--- src/rtl/core/assert_macros.svh ---
// Assertion helpers shared by the RTL. Both forms sample on the rising
// clock edge and are disabled while the active-low reset is asserted.
`ifndef ASSERT_MACROS_SVH
`define ASSERT_MACROS_SVH
`ifndef SYNTH
`define ASSERT_IMPL(label, clk, rst_n, ante, cons) \
  label: assert property (@(posedge clk) disable iff (!(rst_n)) (ante) |-> (cons)) \
    else $error("assertion failed");
`define ASSERT_NEXT(label, clk, rst_n, ante, cons) \
  label: assert property (@(posedge clk) disable iff (!(rst_n)) (ante) |=> (cons)) \
    else $error("assertion failed");
`else
`define ASSERT_IMPL(label, clk, rst_n, ante, cons)
`define ASSERT_NEXT(label, clk, rst_n, ante, cons)
`endif
`endif

--- src/rtl/core/imhq_ram.sv ---
`timescale 1ns / 1ps
`default_nettype none

module imhq_ram #(
  parameter int unsigned WIDTH = 8,
  parameter int unsigned DEPTH = 16
) (
  input  wire logic                     clk_i,
  input  wire logic                     we_i,
  input  wire logic [$clog2(DEPTH)-1:0] waddr_i,
  input  wire logic [WIDTH-1:0]         wdata_i,
  input  wire logic [$clog2(DEPTH)-1:0] raddr_i,
  output      logic [WIDTH-1:0]         rdata_o
);

  logic [WIDTH-1:0] mem_q [DEPTH];

  // One write port and one registered read port.
  always_ff @(posedge clk_i) begin
    if (we_i) begin
      mem_q[waddr_i] <= wdata_i;
    end
    rdata_o <= mem_q[raddr_i];
  end

endmodule

`default_nettype wire

--- config.mk ---
export PLATFORM = sky130hd
export DESIGN_NAME = imhq_ram
export DESIGN_NICKNAME = d
export VERILOG_FILES = /design/src/rtl/core/assert_macros.svh /design/src/rtl/core/imhq_ram.sv
export SDC_FILE = /design/constraint.sdc
export NUM_CORES = 1
export LEC_CHECK = 0
export BUFFER_PORTS_ARGS = -buffer_cell sky130_fd_sc_hd__buf_4
export CAP_MARGIN = 20
export CORE_ASPECT_RATIO = 1.75
export CORE_MARGIN = 3
export CORE_UTILIZATION = 35
export DETAILED_ROUTE_END_ITERATION = 7
export GPL_TIMING_DRIVEN = 1
export SLEW_MARGIN = 20
export SYNTH_ARGS = -nofsm -noshare
export SYNTH_HDL_FRONTEND = slang
export SYNTH_SLANG_ARGS = --single-unit
--- constraint.sdc ---
create_clock -name clk_i -period 5 [get_ports clk_i]
set_clock_uncertainty 0.1 [all_clocks]
set_input_delay 0.75 -clock clk_i [delete_from_list [all_inputs] [get_ports clk_i]]
set_output_delay 0.75 -clock clk_i [all_outputs]
set_load 0.03 [all_outputs]
Word-level counts from Yosys, hierarchy flattened:

Memory sizes are Yosys's and may differ from the RTL's. A register that Yosys moved wholly into a read port is not among the register bits.
Index checks and enable logic that the tools add are counted.

* mux-type cells: 2

Operators by type and width (count)
* $mux 1: 2

* register bits after elaboration: 0
* memory bits (writable): 128
* bits of input ports: 18
* output and inout port bits: 8
* logic and storage cells: 3
* memories: 1

Memory list
* mem_q: words 16, bits a word 8, rd ports 1, clocked after Yosys merged registers in 1, write ports 1, line imhq_ram.sv:16 `logic [WIDTH-1:0] mem_q [DEPTH];`

Depth between registers and ports, before layout:

* depth in word-level cells: 2
* mapped depth: 5
* gate-level depth less buffers: 3

Worst setup path before layout:

No wires, ideal clock.

* path type: input to register
* from: input waddr_i[2]
* to: memory mem_q[0][0] (enable)
* setup time: 0.383 ns
* data arrival time: 1.860 ns
* required time: 4.517 ns
* slack: 2.657 ns
* stages on the path: 2
* buffers on the path: 0
* path through: or3b_2 -> nor3_1

RTL lines
* start, declared: line imhq_ram.sv:10 `input wire logic [$clog2(DEPTH)-1:0] waddr_i,`
* end, declared: line imhq_ram.sv:16

Straight into the memory's write port.

Worst setup path after layout:

* from: input waddr_i[2]
* to: memory mem_q[2][2] (enable)

Straight into the memory's write port.

==> out/results.ini <==
[global_route]
grt_overflow=0
grt_use_total_pct=13.2
grt_pass1_vias=2657
grt_max_degree=33
grt_pass1_wl_microns=15600
antenna_found_initial=0

[routing]
drt_first_pass_iters=4
drc=0
vias=2394
via_per_inst=5.24
ant_nets=0
drt_iter0_drc=193
finalWirelength_microns=10200
wl_per_cell_microns=22.3

[layout]
drive_gt1_share_pct=26.4
fin_nets=283
area_delta_synth_final_pct=17.9
num_antenna_cells=0

[worst_setup_path]
crit_type=in2reg
cp-end-kind=flop
crit_path_start_kind=primary input
crit_slowest_cell=nor2_1
rr_endpoint=rdata_o[7]
r2r_start=mem_q[2][7]
path_max_fanout=8
crit_start=waddr_i[2]
arrival_ns=2.09
critPathRequiredTime_ns=4.93
r2r_cells=3
cpPeakStageDelay_ns=0.71
path_cells=buf_4, or3b_2, nor2_1
r2r_slack_ns=3.50

[timing]
worst_pin_slew_ns=0.969
setup_violations=0
whs_ns=0.562
tns_ns=0
finalCritPeriodShare_pct=43.3
worst_slew_margin_rel_pct=35.2
layout_setup_ws_ns=2.84
hold_violations=0
fmax_ghz=0.462
min_period_ns=2.16
rsz0062_at_grt=no
slew_violations=0

[synth]
async_flop_share_pct=0
synthesis.nets=247
yosys-top-cells-area=edfxtp_1 75%, mux4_2 7.9%, mux4_1 7.1%, dfxtp_1 3.1%, a22oi_1 2.3%
synthFlopType=edfxtp_1
synthCells=229
yosys_warnings=0
synth_edf_count=128
synth_cell_types=19
synth_top_area_cell=edfxtp_1
synth.yosys.seq_area_share_pct=77.8
syn_avg_cell_area_sq_um=22.5
synth_area_sq_um=5150
synth-seq-cells=136
yosysTopAreaCellShare_pct=74.7

[power_and_ir_drop]
comb_power_share_pct=5.1
ir_drop_mv=0.235
power_mw=2.62
power.internal_mw=2.10
p_per_area_nw_per_um2=432
seq_power_share_pct=48.9
clkPwrFrac_pct=45.9
leakagePower_nw=2.00
sw_frac_of_total_pct=19.8
switchingPower_uw=519

[floorplanning]
rows=58
die_x_microns=97.7
ios=26
die-area_sq_um=16300
die-height_microns=166
floorplan.initialDensity_pct=35.8
coreArea_sq_um=14400

[clocking]
cts-root-buf=clkbuf_16
htree_levels=4
cts_sinks=136
hold_buffers=0
clk_pin_slew_ns=0.05
cts_buffers=17
tritoncts=built
clockBufferDepth=2
clk_latency_ns=0.40
cts_setup_buffers=0
cts_resized=0

[hold_path]
hold_start=wdata_i[5]
min_path_type=in2reg
whs_path_depth=1
min_to=mem_q[4][5]

[run_status]
status=complete, no violations

[placement]
place.gp.congestion=0.742
hpwl_microns=6560
pre_cts_ws_ns=2.26
io_buffer_count=25

[job]
cap_violations=0

## state kept, by name, indices dropped and copies added (netlist names)
| name | cells |
|---|---|
| rdata_o | 8 |
| mem_q | 128 |
## through the flow
stage                     cells  area (sq um)  utilization [%]
after global placement      426          5490             38.2
after global routing        457          6070             42.2
after CTS                   457          6060             42.2
after detailed placement    426          5490             38.2
after floorplan             229          5150                -
final                       457          6070             42.2
## layer usage
layer  part of all wire (%)  wire, microns  track usage, %  vias up
met5                      0              0               0        -
met4                    4.8            485            8.50        0
met3                    4.7            477            3.14       31
met2                     54           5470            21.9       87
met1                     37           3770            15.3     1234
li1                       -              -               -     1042
## power by group through the flow
stage               clock (mW)  combinational (mW)  sequential, mW
finish                    1.20               0.135            1.28
floorplan                    0              0.0647            1.32
CTS                       1.22               0.137            1.28
global placement             0               0.133            1.30
global route              1.26               0.145            1.28
detailed placement           0               0.136            1.31
## cells in the final DEF, fill, tap and decap left out, types with 2 or more instances in the layout
cell,instances
clkinv_2,3
a22oi_1,16
dfxtp_1,8
nor2_1,13
nand2_1,9
mux4_1,14
clkinv_1,3
bufinv_16,3
clkbuf_1,3
mux4_2,18
clkinvlp_4,2
clkbuf_16,17
nor3_1,2
nor3_2,2
nand2b_1,2
edfxtp_1,128
buf_4,27
nand3b_1,2
## synth_stat cells, drive strengths merged, types with 2 or more instances
| library cell | count |
|---|---|
| dfxtp | 8 |
| nor3 | 4 |
| a22oi | 16 |
| buf | 7 |
| nand2 | 9 |
| nand2b | 2 |
| mux4 | 32 |
| nor2 | 13 |
| clkdlybuf4s25 | 3 |
| nand3b | 2 |
| edfxtp | 128 |
## critical path: cells and delay by family
| family | cells | cell delay, ns |
|---|---|---|
| buffers and inverters | 1 | 0.12 |
| AND/OR/NAND/NOR | 2 | 1.22 |
## worst max path at each step
stage               cells after the start           to
detailed placement                      3  mem_q[0][3]
global route                            3  mem_q[3][1]
finish                                  3  mem_q[2][2]
floorplan                               2  mem_q[0][0]
global placement                        3  mem_q[0][0]
CTS                                     3  mem_q[0][4]
## kinds of logic after synthesis
family | after synthesis | synth area share, %
compound gates | 16 | 2.33
buf+inv | 10 | 1.68
flops | 136 | 77.8
mux | 32 | 15.0
simple gates | 35 | 3.18
## cell type report
| cell class | instances | area, sq um |
|---|---|---|
| fill | 1292 | 8300 |
| clock buffer | 20 | 437 |
| sequential | 136 | 4000 |
| multi-input combinational | 83 | 1070 |
| tap | 180 | 225 |
| clock inverter | 11 | 131 |
| timing repair buffer | 27 | 203 |
Note: power is estimated with default switching activity, not from simulation.
